## config.mk

```make
export PLATFORM = sky130hd
export DESIGN_NAME = stv_mem
export DESIGN_NICKNAME = d
export VERILOG_FILES = /design/src/hw/rtl/stv_pkg.sv /design/src/hw/rtl/stv_mem.sv
export SDC_FILE = /design/constraint.sdc
export NUM_CORES = 2
export LEC_CHECK = 0
export BUFFER_PORTS_ARGS = -buffer_cell sky130_fd_sc_hd__buf_2
export CAP_MARGIN = 20
export CORE_MARGIN = 2
export CORE_UTILIZATION = 60
export DETAILED_ROUTE_END_ITERATION = 12
export PLACE_DENSITY = 0.76
export SLEW_MARGIN = 10
export SYNTH_ARGS = -nofsm -noshare
export SYNTH_HDL_FRONTEND = slang
export SYNTH_MEMORY_MAX_BITS = 65536
export SYNTH_SLANG_ARGS = --single-unit
```

## constraint.sdc

```tcl
create_clock -name clock -period 8.5 [get_ports clock]
set_clock_uncertainty 0.05 [all_clocks]
set_input_delay 0.425 -clock clock [delete_from_list [all_inputs] [get_ports clock]]
set_output_delay 0.425 -clock clock [all_outputs]
set_load 0.1 [all_outputs]
```

## src/hw/rtl/stv_pkg.sv

```systemverilog
// Shared types, constants and arithmetic helpers of the simplex tableau solver.
// No dependencies; every other file in hw/rtl imports this package.
package stv_pkg;

   localparam int MAX_CONSTRAINTS = 8;
   localparam int MAX_VARIABLES   = 8;
   localparam int VALUE_BITS      = 32;
   localparam int NROWS           = MAX_CONSTRAINTS + 1;
   localparam int NCOLS           = MAX_VARIABLES + 1 + MAX_CONSTRAINTS;
   localparam int RHS_COL         = MAX_VARIABLES;
   localparam int SLACK0          = MAX_VARIABLES + 1;
   localparam int DEPTH           = NROWS * NCOLS;
   localparam int ADDR_BITS       = 8;
   localparam int FRAC_BITS       = 16;

   typedef logic signed [VALUE_BITS-1:0] value_type;
   typedef logic [ADDR_BITS-1:0]         addr_type;

   localparam value_type FX_ONE    = 32'sh0001_0000;
   localparam value_type VALUE_MAX = 32'sh7FFF_FFFF;
   localparam value_type VALUE_MIN = 32'sh8000_0000;

   localparam logic [1:0] OP_LOAD  = 2'd0;
   localparam logic [1:0] OP_SOLVE = 2'd1;
   localparam logic [1:0] OP_READ  = 2'd2;

   localparam logic [2:0] ST_LOADED    = 3'd0;
   localparam logic [2:0] ST_OPTIMAL   = 3'd1;
   localparam logic [2:0] ST_UNBOUNDED = 3'd2;
   localparam logic [2:0] ST_LIMIT     = 3'd3;
   localparam logic [2:0] ST_READ      = 3'd4;

   localparam logic [1:0] REG_CONSTRAINTS = 2'd0;
   localparam logic [1:0] REG_VARIABLES   = 2'd1;
   localparam logic [1:0] REG_PIVOT_LIMIT = 2'd2;

   typedef struct packed {
      logic [1:0] opcode;
      logic [3:0] row_index;
      logic [4:0] col_index;
      value_type  value;
   } req_type;

   typedef struct packed {
      logic [2:0] status;
      value_type  result_value;
      logic [7:0] pivots_done;
   } rsp_type;

   typedef struct packed {
      logic      wr_en;
      addr_type  wr_addr;
      value_type wr_data;
      addr_type  rd_addr;
   } mem_req_type;

   function automatic addr_type cell_addr(input logic [3:0] row, input logic [4:0] col);
      logic [8:0] a;
      a = 9'(row) * 9'(NCOLS) + 9'(col);
      return a[ADDR_BITS-1:0];
   endfunction

   function automatic logic [31:0] mag32(input value_type x);
      return x[31] ? (~x + 32'd1) : x;
   endfunction

   // Saturates an unsigned magnitude to the signed range and applies the sign.
   function automatic value_type sat_mag(input logic neg, input logic [47:0] q);
      logic [47:0] lim;
      logic [47:0] m;
      logic [31:0] r;
      lim = neg ? 48'h0000_8000_0000 : 48'h0000_7FFF_FFFF;
      m   = (q > lim) ? lim : q;
      r   = m[31:0];
      return neg ? (~r + 32'd1) : r;
   endfunction

   function automatic logic col_used(input logic [4:0] j, input logic [3:0] m,
                                     input logic [3:0] n);
      return (j < 5'(n)) || (j == 5'(RHS_COL)) ||
             ((j >= 5'(SLACK0)) && (j < 5'(SLACK0) + 5'(m)));
   endfunction

endpackage

```

## src/hw/rtl/stv_mem.sv

```systemverilog
// Tableau store: one write port, one registered read port, and valid bits
// so that entries never written read as zero. Depends on stv_pkg.
module stv_mem (
   input  logic                clock,
   input  logic                reset,
   input  stv_pkg::mem_req_type mem_req,
   output stv_pkg::value_type  rd_data
);
   import stv_pkg::*;

   value_type        mem [DEPTH];
   logic [DEPTH-1:0] valid_ff;
   value_type        rd_data_ff;

   always_ff @(posedge clock) begin
      if (mem_req.wr_en) begin
         mem[mem_req.wr_addr] <= mem_req.wr_data;
      end
      rd_data_ff <= valid_ff[mem_req.rd_addr] ? mem[mem_req.rd_addr] : '0;
   end

   always_ff @(posedge clock) begin
      if (reset) begin
         valid_ff <= '0;
      end else if (mem_req.wr_en) begin
         valid_ff[mem_req.wr_addr] <= 1'b1;
      end
   end

   assign rd_data = rd_data_ff;

endmodule

```

==> flow_summary.ini <==
[cts]
clk_latency_ns = 1.03
cts_num_sinks = 5081
cts_buffers = 477
cts_tree = yes
clk_pin_slew_ns = 0.06
cts_resized = 0
cts.path.max_buffers = 4
htreeDepth = 5
cts-root-buf = clkbuf_16
holdBufCountCts = 25
cts_setup_buffers = 0

[yosys]
syn_avg_cell_area_um2 = 22.1
synth_area_um2 = 196000
synth_warnings = 0
async_reset_ff_share_pct = 0
ys_ff_latch = 5081
synthMuxAreaShare_pct = 16.5
synth_compound_area_share_pct = 2.71
synth_xor_area_share_pct = 0
synth_top_family_by_area = multiplexers
synth_ff_type = edfxtp_1
synthAdderAreaFrac_pct = 0
synth_edf_count = 4896
syn-num-nets = 8905
synth_simple_gate_area_share_pct = 1.78
yosysSeqAreaShare_pct = 76.9
synthCells = 8854
synthDistinctLibCells = 85

[setup_path]
endpoint_kind = register
start_kind = input port
cp.arrival_ns = 5.28
crit_type = in2reg
r2r_slack_ns = 4.79
worstPathMaxFanout = 115
cp.required_ns = 9.30

[power_and_ir_drop]
ir_drop_v = 0.000202
leakagePower_nw = 69.2
power.density_nw_per_um2 = 237
total_power_mw = 51.8

[routing]
drt_wl_total_um = 561000
drtPass1Iterations = 7
drt_iter0_markers = 18900
drcViolationCount = 0
wire_per_inst_um = 39.9
vias = 101000
vias_per_cell = 7.19
final_antenna_net_count = 0

[timing]
period_share_pct = 52.6
setup_violations = 0
setup_tns_ns = 0
period_needed_ns = 4.47
finalHoldViolations = 0
rsz0062_at_grt = no
report.final.slew_viol_count = 0
fmax_mhz = 224
worstMarginPinSlew_ns = 1.27
maxSlewHeadroom_pct = 15.2

[layout]
syn_to_final_growth_pct = 11.4
mostFrequentLayoutCell = edfxtp_1
num-fill-cells = 19100
layout_common_cells = edfxtp_1 (4896), mux4_2 (1056), clkbuf_16 (485)
fin_nets = 9338
drive_gt1_share_pct = 25.2

[global_route]
grt_pass1_vias = 100000
grt_pass1_wl_um = 777000
track_usage_pct = 33.9
antenna_found_initial = 47
grt_max_degree = 141
overflow = 0

[placed_design]
post-dp-hpwl_um = 297000
routabilityCongestion = 0.898
io_buffers = 82

[die]
io_pins = 83
die_w_um = 575
die_h_um = 575
dieArea_um2 = 331000
initial_utilization_pct = 60.4
design.core.area_um2 = 325000
num_rows = 209

[min_path]
hold_class = in2reg

[run_status]
status = completed

[flow_run]
cap_viol_max_count = 0
[area by class of cell]
type                       instances  area, um2  share of cell area, %
timing repair buffer             457       3860                   1.77
antenna                           35       87.6                 0.0401
clock buffer                     604      12800                   5.84
inverter                           7       33.8                 0.0155
sequential                      5081     151000                   69.1
tap                             4325       5410                   2.48
clock inverter                   289       3040                   1.39
multi-input combinational       3263      42300                   19.4
[synthesized netlist by cell type (9+ instances only)]
library cell,count,area (um2)
a2111oi_0,9,78.8
a211oi_1,35,263
a21oi_1,140,701
a221oi_1,80,701
a221oi_2,9,135
a22oi_1,75,563
a311oi_1,11,96.3
a31oi_1,20,125
buf_1,13,48.8
buf_12,30,601
buf_2,143,716
buf_4,71,533
buf_6,41,462
buf_8,38,571
clkbuf_1,109,409
clkbuf_8,55,757
dfxtp_1,185,3700
edfxtp_1,4896,147000
mux2_2,46,518
mux2i_1,438,4380
mux4_1,136,3570
mux4_2,1056,23800
nand2_1,199,747
nand2b_1,13,81.3
nand3_1,33,165
nor2_1,494,1850
nor2b_1,23,144
nor3_1,28,140
nor4_1,9,56.3
o211ai_1,30,225
o21ai_0,107,536
o21ba_2,23,230
o221ai_1,67,587
o22ai_1,70,438
[state kept, by name, indices dropped and copies added (netlist names)]
name and flops:
valid_ff 153, rd_data 32, mem 4896
[final timing paths]
| check | from | endpoint | cells after the start |
|---|---|---|---|
| worst min register to register | valid_ff[129] | valid_ff[129] | 2 |
| worst max-delay path | mem_req[1] | rd_data[27] | 10 |
| worst min-delay path | mem_req[34] | mem[8][26] | 1 |
| worst max register to register | valid_ff[96] | rd_data[12] | 7 |
[critical path, stage by stage]
cell	delay [ns]
buf_12	0.46
buf_12	0.56
buf_4	0.70
mux4_2	0.40
mux2_2	0.29
a211oi_1	0.23
a21oi_1	0.25
a21oi_1	0.77
a32o_1	0.62
a21oi_1	0.16
[cell families (layout without fill, tap and decap cells)]
family,Yosys count,count (layout)
mux,1676,1676
other cells,0,35
simple gates,840,840
compound gates,747,747
buf+inv,510,1357
flops,5081,5081
[per-layer routing]
metal / part of all wire [%] / track usage [%] / wire length (um)
met5: 0.013 / 0 / 74
met4: 5.6 / 15.5 / 31600
met3: 16 / 10.7 / 88600
met2: 46 / 51.2 / 255000
met1: 33 / 45.9 / 185000
[report_power, final]
part	total [mW]	internal [mW]	switching (mW)
clock network	21.5	12.3	9.23
logic	2.72	0.848	1.87
registers	27.5	27.5	0.0389
total	51.8	40.6	11.1
[per-stage QoR]
step	util (%)	hold WS, ns	cell area [um2]	std cells	worst slack [ns]
2_1_floorplan	-	0.382	196000	8854	3.76
3_3_place_gp	62.2	0.390	202000	13100	2.59
3_5_place_dp	62.2	0.405	202000	13100	3.32
4_1_cts	67.2	0.00362	218000	14000	4.34
5_1_grt	67.2	0.0494	218000	14000	4.12
6_report	67.3	0.0297	218000	14100	4.03
Power figures use the tool's default switching activity.
