`config.mk`:
```
export PLATFORM = sky130hd
export DESIGN_NAME = stv_div
export DESIGN_NICKNAME = d
export VERILOG_FILES = /design/src/hw/rtl/stv_pkg.sv /design/src/hw/rtl/stv_div.sv
export SDC_FILE = /design/constraint.sdc
export NUM_CORES = 1
export LEC_CHECK = 0
export BUFFER_PORTS_ARGS = -buffer_cell sky130_fd_sc_hd__buf_2
export CAP_MARGIN = 40
export CELL_PAD_IN_SITES_DETAIL_PLACEMENT = 0
export CELL_PAD_IN_SITES_GLOBAL_PLACEMENT = 1
export CORE_UTILIZATION = 40
export DETAILED_ROUTE_END_ITERATION = 10
export PLACE_DENSITY_LB_ADDON = 0.12
export SLEW_MARGIN = 10
export SYNTH_ARGS = -nofsm -noshare
export SYNTH_HDL_FRONTEND = slang
export SYNTH_SLANG_ARGS = --single-unit
```
`constraint.sdc`:
```
create_clock -name clock -period 14.15 [get_ports clock]
set_input_delay 2.83 -clock clock [delete_from_list [all_inputs] [get_ports clock]]
set_output_delay 2.83 -clock clock [all_outputs]
set_load 0.02 [all_outputs]
```
`src/hw/rtl/stv_pkg.sv`:
```
// Shared types, constants and arithmetic helpers of the simplex tableau solver.
// No dependencies; every other file in hw/rtl imports this package.
package stv_pkg;

   localparam int MAX_CONSTRAINTS = 8;
   localparam int MAX_VARIABLES   = 8;
   localparam int VALUE_BITS      = 32;
   localparam int NROWS           = MAX_CONSTRAINTS + 1;
   localparam int NCOLS           = MAX_VARIABLES + 1 + MAX_CONSTRAINTS;
   localparam int RHS_COL         = MAX_VARIABLES;
   localparam int SLACK0          = MAX_VARIABLES + 1;
   localparam int DEPTH           = NROWS * NCOLS;
   localparam int ADDR_BITS       = 8;
   localparam int FRAC_BITS       = 16;

   typedef logic signed [VALUE_BITS-1:0] value_type;
   typedef logic [ADDR_BITS-1:0]         addr_type;

   localparam value_type FX_ONE    = 32'sh0001_0000;
   localparam value_type VALUE_MAX = 32'sh7FFF_FFFF;
   localparam value_type VALUE_MIN = 32'sh8000_0000;

   localparam logic [1:0] OP_LOAD  = 2'd0;
   localparam logic [1:0] OP_SOLVE = 2'd1;
   localparam logic [1:0] OP_READ  = 2'd2;

   localparam logic [2:0] ST_LOADED    = 3'd0;
   localparam logic [2:0] ST_OPTIMAL   = 3'd1;
   localparam logic [2:0] ST_UNBOUNDED = 3'd2;
   localparam logic [2:0] ST_LIMIT     = 3'd3;
   localparam logic [2:0] ST_READ      = 3'd4;

   localparam logic [1:0] REG_CONSTRAINTS = 2'd0;
   localparam logic [1:0] REG_VARIABLES   = 2'd1;
   localparam logic [1:0] REG_PIVOT_LIMIT = 2'd2;

   typedef struct packed {
      logic [1:0] opcode;
      logic [3:0] row_index;
      logic [4:0] col_index;
      value_type  value;
   } req_type;

   typedef struct packed {
      logic [2:0] status;
      value_type  result_value;
      logic [7:0] pivots_done;
   } rsp_type;

   typedef struct packed {
      logic      wr_en;
      addr_type  wr_addr;
      value_type wr_data;
      addr_type  rd_addr;
   } mem_req_type;

   function automatic addr_type cell_addr(input logic [3:0] row, input logic [4:0] col);
      logic [8:0] a;
      a = 9'(row) * 9'(NCOLS) + 9'(col);
      return a[ADDR_BITS-1:0];
   endfunction

   function automatic logic [31:0] mag32(input value_type x);
      return x[31] ? (~x + 32'd1) : x;
   endfunction

   // Saturates an unsigned magnitude to the signed range and applies the sign.
   function automatic value_type sat_mag(input logic neg, input logic [47:0] q);
      logic [47:0] lim;
      logic [47:0] m;
      logic [31:0] r;
      lim = neg ? 48'h0000_8000_0000 : 48'h0000_7FFF_FFFF;
      m   = (q > lim) ? lim : q;
      r   = m[31:0];
      return neg ? (~r + 32'd1) : r;
   endfunction

   function automatic logic col_used(input logic [4:0] j, input logic [3:0] m,
                                     input logic [3:0] n);
      return (j < 5'(n)) || (j == 5'(RHS_COL)) ||
             ((j >= 5'(SLACK0)) && (j < 5'(SLACK0) + 5'(m)));
   endfunction

endpackage

```
`src/hw/rtl/stv_div.sv`:
```
// Iterative fixed-point divider: (num * 2^16) / den, truncated, saturated.
// One quotient bit per cycle. Depends on stv_pkg.
module stv_div (
   input  logic               clock,
   input  logic               reset,
   input  logic               start,
   input  stv_pkg::value_type num,
   input  stv_pkg::value_type den,
   output logic               done,
   output stv_pkg::value_type quo
);
   import stv_pkg::*;

   logic        busy_ff, busy_in;
   logic        done_ff, done_in;
   logic [5:0]  cnt_ff, cnt_in;
   logic [47:0] sh_ff, sh_in;
   logic [32:0] rem_ff, rem_in;
   logic [31:0] d_ff, d_in;
   logic        neg_ff, neg_in;
   logic        zero_ff, zero_in;
   logic [32:0] trial;

   always_comb begin
      busy_in = busy_ff;
      done_in = 1'b0;
      cnt_in  = cnt_ff;
      sh_in   = sh_ff;
      rem_in  = rem_ff;
      d_in    = d_ff;
      neg_in  = neg_ff;
      zero_in = zero_ff;
      trial   = {rem_ff[31:0], sh_ff[47]};
      if (start) begin
         busy_in = 1'b1;
         cnt_in  = '0;
         sh_in   = {mag32(num), 16'd0};
         rem_in  = '0;
         d_in    = mag32(den);
         neg_in  = num[31] ^ den[31];
         zero_in = (den == '0);
      end else if (busy_ff) begin
         if (trial >= {1'b0, d_ff}) begin
            rem_in = trial - {1'b0, d_ff};
            sh_in  = {sh_ff[46:0], 1'b1};
         end else begin
            rem_in = trial;
            sh_in  = {sh_ff[46:0], 1'b0};
         end
         cnt_in = cnt_ff + 6'd1;
         if (cnt_ff == 6'd47) begin
            busy_in = 1'b0;
            done_in = 1'b1;
         end
      end
   end

   always_ff @(posedge clock) begin
      if (reset) begin
         busy_ff <= 1'b0;
         done_ff <= 1'b0;
      end else begin
         busy_ff <= busy_in;
         done_ff <= done_in;
      end
      cnt_ff  <= cnt_in;
      sh_ff   <= sh_in;
      rem_ff  <= rem_in;
      d_ff    <= d_in;
      neg_ff  <= neg_in;
      zero_ff <= zero_in;
   end

   assign done = done_ff;
   assign quo  = zero_ff ? '0 : sat_mag(neg_ff, sh_ff);

endmodule

```
==> results.py, run 1 <==
metrics = {
    "clock_tree": {
        "cts.clk_slew.worst_paths_ns": 0.06,
        "cts_tree": "yes",
        "cts_buffers": 17,
        "htree_levels": 4,
        "post_cts_resized": 0,
        "root_buffer": "clkbuf_16",
        "cts_sinks": 122,
        "postCtsSetupRepairBufs": 0,
        "clock_latency_ns": 0.42,
        "cts_hold_buf": 0,
        "clk_path_buf_depth": 2,
    },
    "sta": {
        "finalSetupTns_ns": 0,
        "rsz0062_at_grt": "no",
        "relSlewSlack_pct": 42.3,
        "setup_viol": 0,
        "fin_crit_ns": 9.17,
        "slew_viol_final": 0,
        "worst_slack_ns": 4.98,
        "timing.fmax_mhz": 109,
        "skew_ns": 0.0119,
        "fin_crit_sh_pct": 64.8,
        "hold_viol": 0,
        "worst_pin_slew_ns": 0.865,
    },
    "layout": {
        "multiInputGateArea_um2": 6170,
        "regArea_um2": 3100,
        "drive_above_1_share_pct": 13.4,
        "layout_common_cells": "nor2_1 (113), buf_2 (98), nand2_1 (84)",
        "nets": 1335,
        "num_antenna_cells": 0,
        "nFillCells": 2374,
        "area_growth_pct": 14.1,
        "final_common_cell": "nor2_1",
        "fin_area_um2": 11100,
        "instances_no_fill": 1531,
    },
    "placed_design": {
        "placed_area_um2": 10400,
        "gp_congestion": 0.823,
        "dpl.hpwl_mm": 18.8,
        "dp_cells": 1499,
        "dp_worst_setup_slack_ns": 5.44,
        "portBuffers": 99,
    },
    "worst_setup_path": {
        "arrival_ns": 6.34,
        "r2r_setup_slack_ns": 10.21,
        "ff2ff_path_depth": 12,
        "required_ns": 11.32,
        "reg2reg_to": "rem_ff[0]$_SDFFE_PP0P_",
        "worstSetupStartpointType": "flop",
        "reg2reg_from": "d_ff[12]$_DFFE_PP_",
        "cp-end-kind": "primary output",
        "path_max_fanout": 67,
        "path_class": "reg -> out",
    },
    "floorplan": {
        "dieHeight_um": 158,
        "core_area_um2": 23600,
        "die_area_um2": 24800,
        "num_rows": 56,
        "die_x_um": 158,
        "initial_core_util_pct": 41.0,
        "io_pins": 100,
    },
    "logic_synthesis": {
        "syn-cell-area_um2": 9680,
        "ys_top_cells_by_area": "edfxtp_1 (20%), dfxtp_1 (12%), ha_1 (8.8%)",
        "synth_top_area_cell": "edfxtp_1",
        "synth_cell_types": 72,
        "yosysSeqAreaShare_pct": 32.0,
        "synth.top_cell.area_share_pct": 20.5,
        "async_flop_share_pct": 0,
        "avgSynthCellArea_um2": 8.57,
        "netlist_instances": 1130,
        "ys_warn_count": 0,
        "synthFlopType": "edfxtp_1",
        "synth_edf_count": 66,
        "synth_nets": 1266,
        "ys_ff_latch": 122,
    },
    "hold_path": {
        "worstHoldPathType": "reg -> reg",
        "hold_depth": 2,
        "hp-start": "rem_ff[21]$_SDFFE_PP0P_",
        "min_to": "rem_ff[21]$_SDFFE_PP0P_",
    },
    "pwr": {
        "irDropWorstVdd_mv": 0.0606,
        "swShare_pct": 31.3,
        "finalPower_mw": 1.17,
        "cellPowerDensity_nw_per_um2": 106,
        "clock_power_share_pct": 39.0,
        "p_int_mw": 0.801,
        "p_comb_share_pct": 24.1,
        "switchingPower_mw": 0.366,
        "leakagePower_nw": 4.66,
        "seq_power_share_pct": 37.0,
    },
    "route": {
        "ant_nets": 0,
        "vias": 8590,
        "dr.pass1.iters": 4,
        "viasPerCell": 5.61,
        "wire_per_inst_um": 16.8,
        "drc": 0,
        "drt_iter0_drc": 528,
        "wirelength_mm": 25.8,
    },
    "global_route": {
        "grtUsageTotal_pct": 21.6,
        "grt_overflow": 0,
        "grt_first_pass_wirelength_mm": 42.4,
        "grt_max_degree": 72,
        "antenna_found_initial": 0,
        "grt_pass1_vias": 8234,
    },
    "status": {
        "outcome": "complete, no violations",
    },
    "job": {
        "cap_violations": 0,
    },
}
metal layers:
layer	part of all wire, %	track usage, %	routed length (µm)
met1	47	28.2	12100
met2	49	37.5	12600
met3	2.9	3.37	752
met4	0.94	4.67	242
met5	0	0	0
power groups by stage:
stage | clock network (mW) | logic (mW) | registers, mW
floorplan | 0 | 0.208 | 0.430
global placement | 0 | 0.279 | 0.438
detailed placement | 0 | 0.281 | 0.439
CTS | 0.464 | 0.283 | 0.432
global route | 0.478 | 0.315 | 0.435
finish | 0.455 | 0.281 | 0.431
registers in the layout, indices dropped and copies added, names as in the netlist:
register / cells
busy_ff: 1
cnt_ff: 6
d_ff: 32
done: 1
neg_ff: 1
rem_ff: 32
sh_ff: 48
zero_ff: 1
critical path, stage by stage, from the launching register on:
cell and delay [ns]:
edfxtp_1 0.32, buf_4 0.55, inv_1 0.55, ha_1 0.46, nand4_1 0.11, or2_2 0.33
nor4_1 0.35, nand2_1 0.11, o31ai_1 0.12, o21ai_2 0.09, buf_4 0.26, nand2_1 0.27
a21boi_0 0.30, ha_1 0.48, clkinv_1 0.37, or4_1 0.54, nand3_1 0.09, o21ai_0 0.09
a221oi_1 0.31, buf_2 0.21
cells by family after synthesis:
kind of cell / synth area share (%)
multiplexers: 4.25
AO/OA/AOI/OAI: 22.7
flip-flops: 32.0
XOR/XNOR: 8.05
buffers and inverters: 4.39
AND/OR/NAND/NOR: 19.6
adder cells (fa/ha/maj): 8.99
Yosys cell counts (all sizes together), types with 7 or more instances:
cell     number
nor2        113
nand2        84
xnor2        72
o21ai        70
ha           68
edfxtp       66
a21oi        56
dfxtp        56
inv          52
clkbuf       49
mux2i        40
nor3         32
a22o         31
a21o         27
nor4         27
a211oi       26
nand3        25
o31ai        20
or3          20
xor2         17
nand2b       13
nand4        13
or4          13
buf           9
nor2b         9
a31oi         8
o21a          8
o22a          8
a2111oi       7
o41ai         7
or2           7
through the flow:
| step | utilization (%) | hold slack [ns] |
|---|---|---|
| after floorplan | - | 0.441 |
| after global placement | 44.2 | 0.466 |
| after detailed placement | 44.2 | 0.474 |
| after CTS | 46.8 | 0.489 |
| after global routing | 46.8 | 0.525 |
| final | 46.8 | 0.483 |
worst max-delay path by stage:
stage	startpoint	end	depth (start not counted)
after CTS	neg_ff$_DFFE_PP_	quo[12]	19
after detailed placement	neg_ff$_DFFE_PP_	quo[12]	19
after floorplan	neg_ff$_DFFE_PP_	quo[4]	17
final	neg_ff$_DFFE_PP_	quo[12]	19
after global routing	neg_ff$_DFFE_PP_	quo[12]	19
after global placement	neg_ff$_DFFE_PP_	quo[12]	19
cell type report:
class | count | share of cell area (%)
well taps | 319 | 3.61
flip-flops and latches | 122 | 28.1
multi-input cells | 897 | 55.9
clock buffers | 19 | 3.92
repair buffers | 108 | 5.15
inverters | 53 | 1.80
clock inverters | 13 | 1.55
Power figures use the tool's default switching activity.
==> inputs of run 2 (changes only) <==
clock period = 8.8 ns   (was 14.15 ns; I/O delays follow)
==> run 2 against run 1 <==
  * Register-to-register slack got worse by 5.2 ns
  * Worst setup slack lost 3.8 ns
  * Global-route usage about the same
  * Via count up 0.92%
  * Sequential share of layout area decreased by 0.15 points
  * Largest cell class unchanged
  * Largest power group unchanged
==> results.py, run 2 (same netlist as run 1, synthesis figures left out) <==
metrics = {
    "status": {
        "outcome": "complete, no violations",
    },
    "floorplan": {
        "core_area_um2": 23600,
        "num_rows": 56,
        "dieHeight_um": 158,
        "die_area_um2": 24800,
        "die_x_um": 158,
        "io_pins": 100,
        "initial_core_util_pct": 41.0,
    },
    "sta": {
        "worst_pin_slew_ns": 0.871,
        "fin_crit_ns": 7.58,
        "slew_viol_final": 0,
        "skew_ns": 0.0113,
        "rsz0062_at_grt": "no",
        "hold_viol": 0,
        "timing.fmax_mhz": 132,
        "finalSetupTns_ns": 0,
        "relSlewSlack_pct": 41.9,
        "fin_crit_sh_pct": 86.1,
        "holdWs_ns": 0.488,
        "setup_viol": 0,
    },
    "global_route": {
        "grt_overflow": 0,
        "grt_max_degree": 71,
        "antenna_found_initial": 0,
        "grtUsageTotal_pct": 21.6,
        "grt_first_pass_wirelength_mm": 42.3,
        "grt_pass1_vias": 8161,
    },
    "clock_tree": {
        "cts.clk_slew.worst_paths_ns": 0.06,
        "cts_tree": "yes",
        "root_buffer": "clkbuf_16",
        "postCtsSetupRepairBufs": 0,
        "cts_buffers": 17,
        "clock_latency_ns": 0.42,
        "clk_path_buf_depth": 2,
        "cts_sinks": 122,
        "cts_hold_buf": 0,
        "post_cts_resized": 0,
        "htree_levels": 4,
    },
    "layout": {
        "area_growth_pct": 14.7,
        "final_util_pct": 47.0,
        "regMostFlops": "sh_ff",
        "instances_no_fill": 1533,
        "num_antenna_cells": 0,
        "largestRegisters": "sh_ff: 48 flops, d_ff: 32 flops, rem_ff: 32 flops",
        "layout_common_cells": "nor2_1 (113), buf_2 (98), nand2_1 (84)",
        "nFillCells": 2403,
        "nets": 1337,
        "drive_above_1_share_pct": 13.5,
        "final_common_cell": "nor2_1",
        "largest_reg_flops": 48,
        "multiInputGateArea_um2": 6170,
        "regArea_um2": 3100,
        "fin_area_um2": 11100,
    },
    "worst_setup_path": {
        "path_class": "reg -> out",
        "ff2ff_path_depth": 12,
        "reg2reg_from": "d_ff[12]$_DFFE_PP_",
        "arrival_ns": 5.82,
        "cp-end-kind": "primary output",
        "required_ns": 7.04,
        "path_max_fanout": 67,
        "reg2reg_to": "rem_ff[0]$_SDFFE_PP0P_",
        "worstSetupStartpointType": "flop",
        "r2r_setup_slack_ns": 5.04,
    },
    "route": {
        "dr.pass1.iters": 5,
        "ant_nets": 0,
        "drc": 0,
        "viasPerCell": 5.65,
        "wire_per_inst_um": 16.8,
        "drt_iter0_drc": 486,
        "vias": 8669,
        "wirelength_mm": 25.7,
    },
    "placed_design": {
        "placed_area_um2": 10500,
        "dp_cells": 1501,
        "gp_congestion": 0.799,
        "portBuffers": 99,
        "dpl.hpwl_mm": 18.8,
    },
    "hold_path": {
        "min_to": "rem_ff[16]$_SDFFE_PP0P_",
        "hp-start": "rem_ff[16]$_SDFFE_PP0P_",
        "hold_depth": 2,
        "worstHoldPathType": "reg -> reg",
    },
    "pwr": {
        "cellPowerDensity_nw_per_um2": 174,
        "irDropWorstVdd_mv": 0.0919,
        "leakagePower_nw": 4.70,
    },
    "job": {
        "cap_violations": 0,
    },
}
==> run 2: report_power, final <==
group | leakage [nW] | total (mW) | internal (mW) | switching, mW
combinational | 3.26 | 0.452 | 0.187 | 0.265
sequential | 1.13 | 0.693 | 0.654 | 0.0399
clock | 0.313 | 0.783 | 0.505 | 0.278
==> run 2: final cells by class <==
type                    instances  share of cell area [%]
multi-input cells             897                    55.6
flip-flops and latches        122                    27.9
repair buffers                110                    5.26
clock buffers                  18                    3.86
well taps                     319                    3.59
clock inverters                14                    1.97
inverters                      53                    1.79
==> run 2: critical path, cell delays in order (launching register included) <==
cell      delay (ns)
edfxtp_1        0.32
buf_4           0.55
inv_1           0.14
ha_1            0.32
nand4_1         0.10
or2_2           0.33
nor4_1          0.36
nand2_1         0.12
o31ai_1         0.13
o21ai_2         0.09
buf_4           0.26
nand2_1         0.28
a21boi_0        0.31
ha_1            0.49
clkinv_1        0.38
or4_1           0.54
nand3_1         0.09
o21ai_0         0.08
a221oi_1        0.29
buf_2           0.21
==> run 2: worst max-delay path by stage <==
stage	startpoint	cells after the start	to	slack, ns
6_report	neg_ff$_DFFE_PP_	19	quo[12]	1.22
5_1_grt	neg_ff$_DFFE_PP_	19	quo[12]	0.70
4_1_cts	neg_ff$_DFFE_PP_	19	quo[12]	1.23
3_5_place_dp	neg_ff$_DFFE_PP_	19	quo[12]	1.68
3_3_place_gp	neg_ff$_DFFE_PP_	19	quo[12]	1.87
2_1_floorplan	neg_ff$_DFFE_PP_	17	quo[4]	1.94
==> run 2: routing by layer <==
| layer | routed length, µm | share of wire (%) | vias to the layer above | global-route usage [%] |
|---|---|---|---|---|
| met5 | 0 | 0 | - | 0 |
| met4 | 325 | 1.3 | 0 | 5.83 |
| met3 | 647 | 2.5 | 22 | 2.63 |
| met2 | 12400 | 48 | 139 | 37.0 |
| met1 | 12400 | 48 | 4150 | 28.5 |
| li1 | - | - | 4358 | - |
==> run 2: stage by stage <==
step                power, mW  setup WS [ns]
finish                   1.93           1.22
global route             2.03          0.703
CTS                      1.94           1.23
detailed placement       1.16           1.68
global placement         1.15           1.87
floorplan                1.03           1.94
==> inputs of run 3 (changes only) <==
CORE_MARGIN = 4   (was unset)
REMOVE_ABC_BUFFERS = 1   (was unset)
==> run 3 against run 2 <==
  * First-iteration DRC count rose by 14%
  * Combinational power is 2% higher
  * Count of clock-buffer cells in the layout shrank 1
  * Final area increased by 0.34%
  * Global-route usage decreased by 1.9 points
  * Utilization is 0.16 points higher
  * Power decreased by 1.0%
  * Final cell count grew 0.20%
  * Maximum frequency rose by 5.7%
  * Hold slack lost 0.0047 ns
==> results.py, run 3 (same netlist as run 1, synthesis figures left out) <==
metrics = {
    "sta": {
        "fin_crit_sh_pct": 81.4,
        "fin_crit_ns": 7.16,
        "setup_viol": 0,
        "slew_viol_final": 0,
        "rsz0062_at_grt": "no",
        "finalSetupTns_ns": 0,
        "timing.fmax_mhz": 140,
        "worst_pin_slew_ns": 0.794,
        "skew_ns": 0.0144,
        "hold_viol": 0,
        "relSlewSlack_pct": 47.0,
    },
    "hold_path": {
        "min_to": "cnt_ff[5]$_SDFFE_PP0P_",
        "worstHoldPathType": "reg -> reg",
        "hold_depth": 2,
        "hp-start": "cnt_ff[5]$_SDFFE_PP0P_",
    },
    "clock_tree": {
        "htree_levels": 4,
        "cts_hold_buf": 0,
        "clk_path_buf_depth": 2,
        "cts_tree": "yes",
        "cts_sinks": 122,
        "clock_latency_ns": 0.43,
        "post_cts_resized": 0,
        "root_buffer": "clkbuf_16",
        "postCtsSetupRepairBufs": 0,
        "cts_buffers": 17,
        "cts.clk_slew.worst_paths_ns": 0.06,
    },
    "route": {
        "wirelength_mm": 26.4,
        "dr.pass1.iters": 5,
        "wire_per_inst_um": 17.2,
        "ant_nets": 0,
        "vias": 8685,
        "drt_iter0_drc": 553,
        "viasPerCell": 5.65,
        "drc": 0,
    },
    "layout": {
        "largestRegisters": "sh_ff: 48 flops, d_ff: 32 flops, rem_ff: 32 flops",
        "nFillCells": 2313,
        "layout_common_cells": "nor2_1 (113), buf_2 (98), nand2_1 (84)",
        "drive_above_1_share_pct": 13.9,
        "final_common_cell": "nor2_1",
        "num_antenna_cells": 0,
        "nets": 1340,
        "regMostFlops": "sh_ff",
        "instances_no_fill": 1536,
        "largest_reg_flops": 48,
        "area_growth_pct": 15.1,
    },
    "job": {
        "cap_violations": 0,
    },
    "worst_setup_path": {
        "path_max_fanout": 38,
        "path_class": "reg -> out",
        "slowest_stage": "edfxtp_1",
        "max_stage_delay_ns": 0.56,
        "required_ns": 7.04,
        "crit_family": "compound AO/OA/AOI/OAI gates",
        "ff2ff_path_depth": 13,
        "worstSetupStartpointType": "flop",
        "r2r_setup_slack_ns": 5.24,
        "cp-end-kind": "primary output",
        "arrival_ns": 5.40,
        "crit_buf_inv": 4,
        "reg2reg_to": "rem_ff[27]$_SDFFE_PP0P_",
        "cp_cell_sequence": "buf_16 -> buf_12 -> ha_1 -> a21o_1 -> a21o_1 -> a21oi_1 -> nor3_1 -> o31ai_1 -> o21ai_2 -> nand2_1 -> a21boi_0 -> ha_1 -> clkinv_1 -> or4_1 -> nand3_1 -> o21ai_0 -> a221oi_1 -> buf_2",
        "reg2reg_from": "d_ff[12]$_DFFE_PP_",
    },
    "placed_design": {
        "dp_cells": 1504,
        "portBuffers": 99,
        "dpl.hpwl_mm": 19.2,
        "gp_congestion": 0.834,
    },
    "pwr": {
        "swShare_pct": 31.7,
        "switchingPower_mw": 0.605,
        "clock_power_share_pct": 39.5,
        "p_int_mw": 1.30,
        "finalPower_mw": 1.91,
        "seq_power_share_pct": 36.4,
        "p_comb_share_pct": 24.1,
        "leakagePower_nw": 4.72,
        "cellPowerDensity_nw_per_um2": 171,
        "irDropWorstVdd_mv": 0.113,
    },
    "global_route": {
        "antenna_found_initial": 0,
        "grt_pass1_vias": 8015,
        "grt_overflow": 0,
        "grt_max_degree": 60,
        "grt_first_pass_wirelength_mm": 42.4,
        "grtUsageTotal_pct": 19.7,
    },
    "floorplan": {
        "dieHeight_um": 164,
        "io_pins": 100,
        "die_x_um": 164,
        "die_area_um2": 26800,
        "initial_core_util_pct": 41.0,
        "num_rows": 56,
        "core_area_um2": 23600,
    },
    "status": {
        "outcome": "complete, no violations",
    },
}
==> run 3: worst reg2reg max path: cells and delay by family, from the launching register on <==
| kind | cells | cell delay (ns) |
|---|---|---|
| compound gates | 5 | 1.32 |
| fa+ha+maj | 1 | 0.38 |
| buf+inv | 3 | 0.50 |
| flops | 1 | 0.32 |
| simple gates | 4 | 0.97 |
==> run 3: cell type report <==
type / instances / area [µm²] / share of cell area [%]
sequential: 122 / 3100 / 27.8
inverter: 53 / 199 / 1.78
timing repair buffer: 113 / 643 / 5.77
tap: 319 / 399 / 3.58
clock buffer: 17 / 425 / 3.82
clock inverter: 15 / 201 / 1.81
multi-input combinational: 897 / 6170 / 55.4
==> run 3: layer usage <==
metal	part of all wire (%)	wire length, µm	global-route usage [%]	vias up
li1	-	-	-	4363
met1	49	13000	28.3	4105
met2	45	11900	30.8	187
met3	4.1	1080	3.08	30
met4	1.5	399	5.41	0
met5	0	0	0	-
==> run 3: how the worst max path moves through the flow <==
stage | cells past startpoint | to | startpoint
after floorplan | 13 | quo[4] | neg_ff$_DFFE_PP_
after global placement | 17 | quo[12] | neg_ff$_DFFE_PP_
after detailed placement | 18 | quo[12] | neg_ff$_DFFE_PP_
after CTS | 18 | quo[12] | neg_ff$_DFFE_PP_
after global routing | 18 | quo[12] | neg_ff$_DFFE_PP_
final | 18 | quo[12] | neg_ff$_DFFE_PP_
==> run 3: stage by stage <==
step | util, % | setup slack, ns | instance area (µm²) | hold WS [ns]
floorplan | - | 0.348 | 9460 | 0.441
finish | 47.2 | 1.64 | 11100 | 0.484
CTS | 47.2 | 1.66 | 11100 | 0.488
detailed placement | 44.6 | 2.12 | 10500 | 0.476
global route | 47.2 | 1.32 | 11100 | 0.505
global placement | 44.4 | 1.89 | 10500 | 0.471
==> run 3: power by group through the flow <==
stage          clock network (mW)  logic [mW]  registers, mW
2_1_floorplan                   0       0.313          0.702
3_3_place_gp                    0       0.448          0.710
3_5_place_dp                    0       0.458          0.707
4_1_cts                     0.767       0.461          0.695
5_1_grt                     0.794       0.514          0.701
6_report                    0.754       0.459          0.695
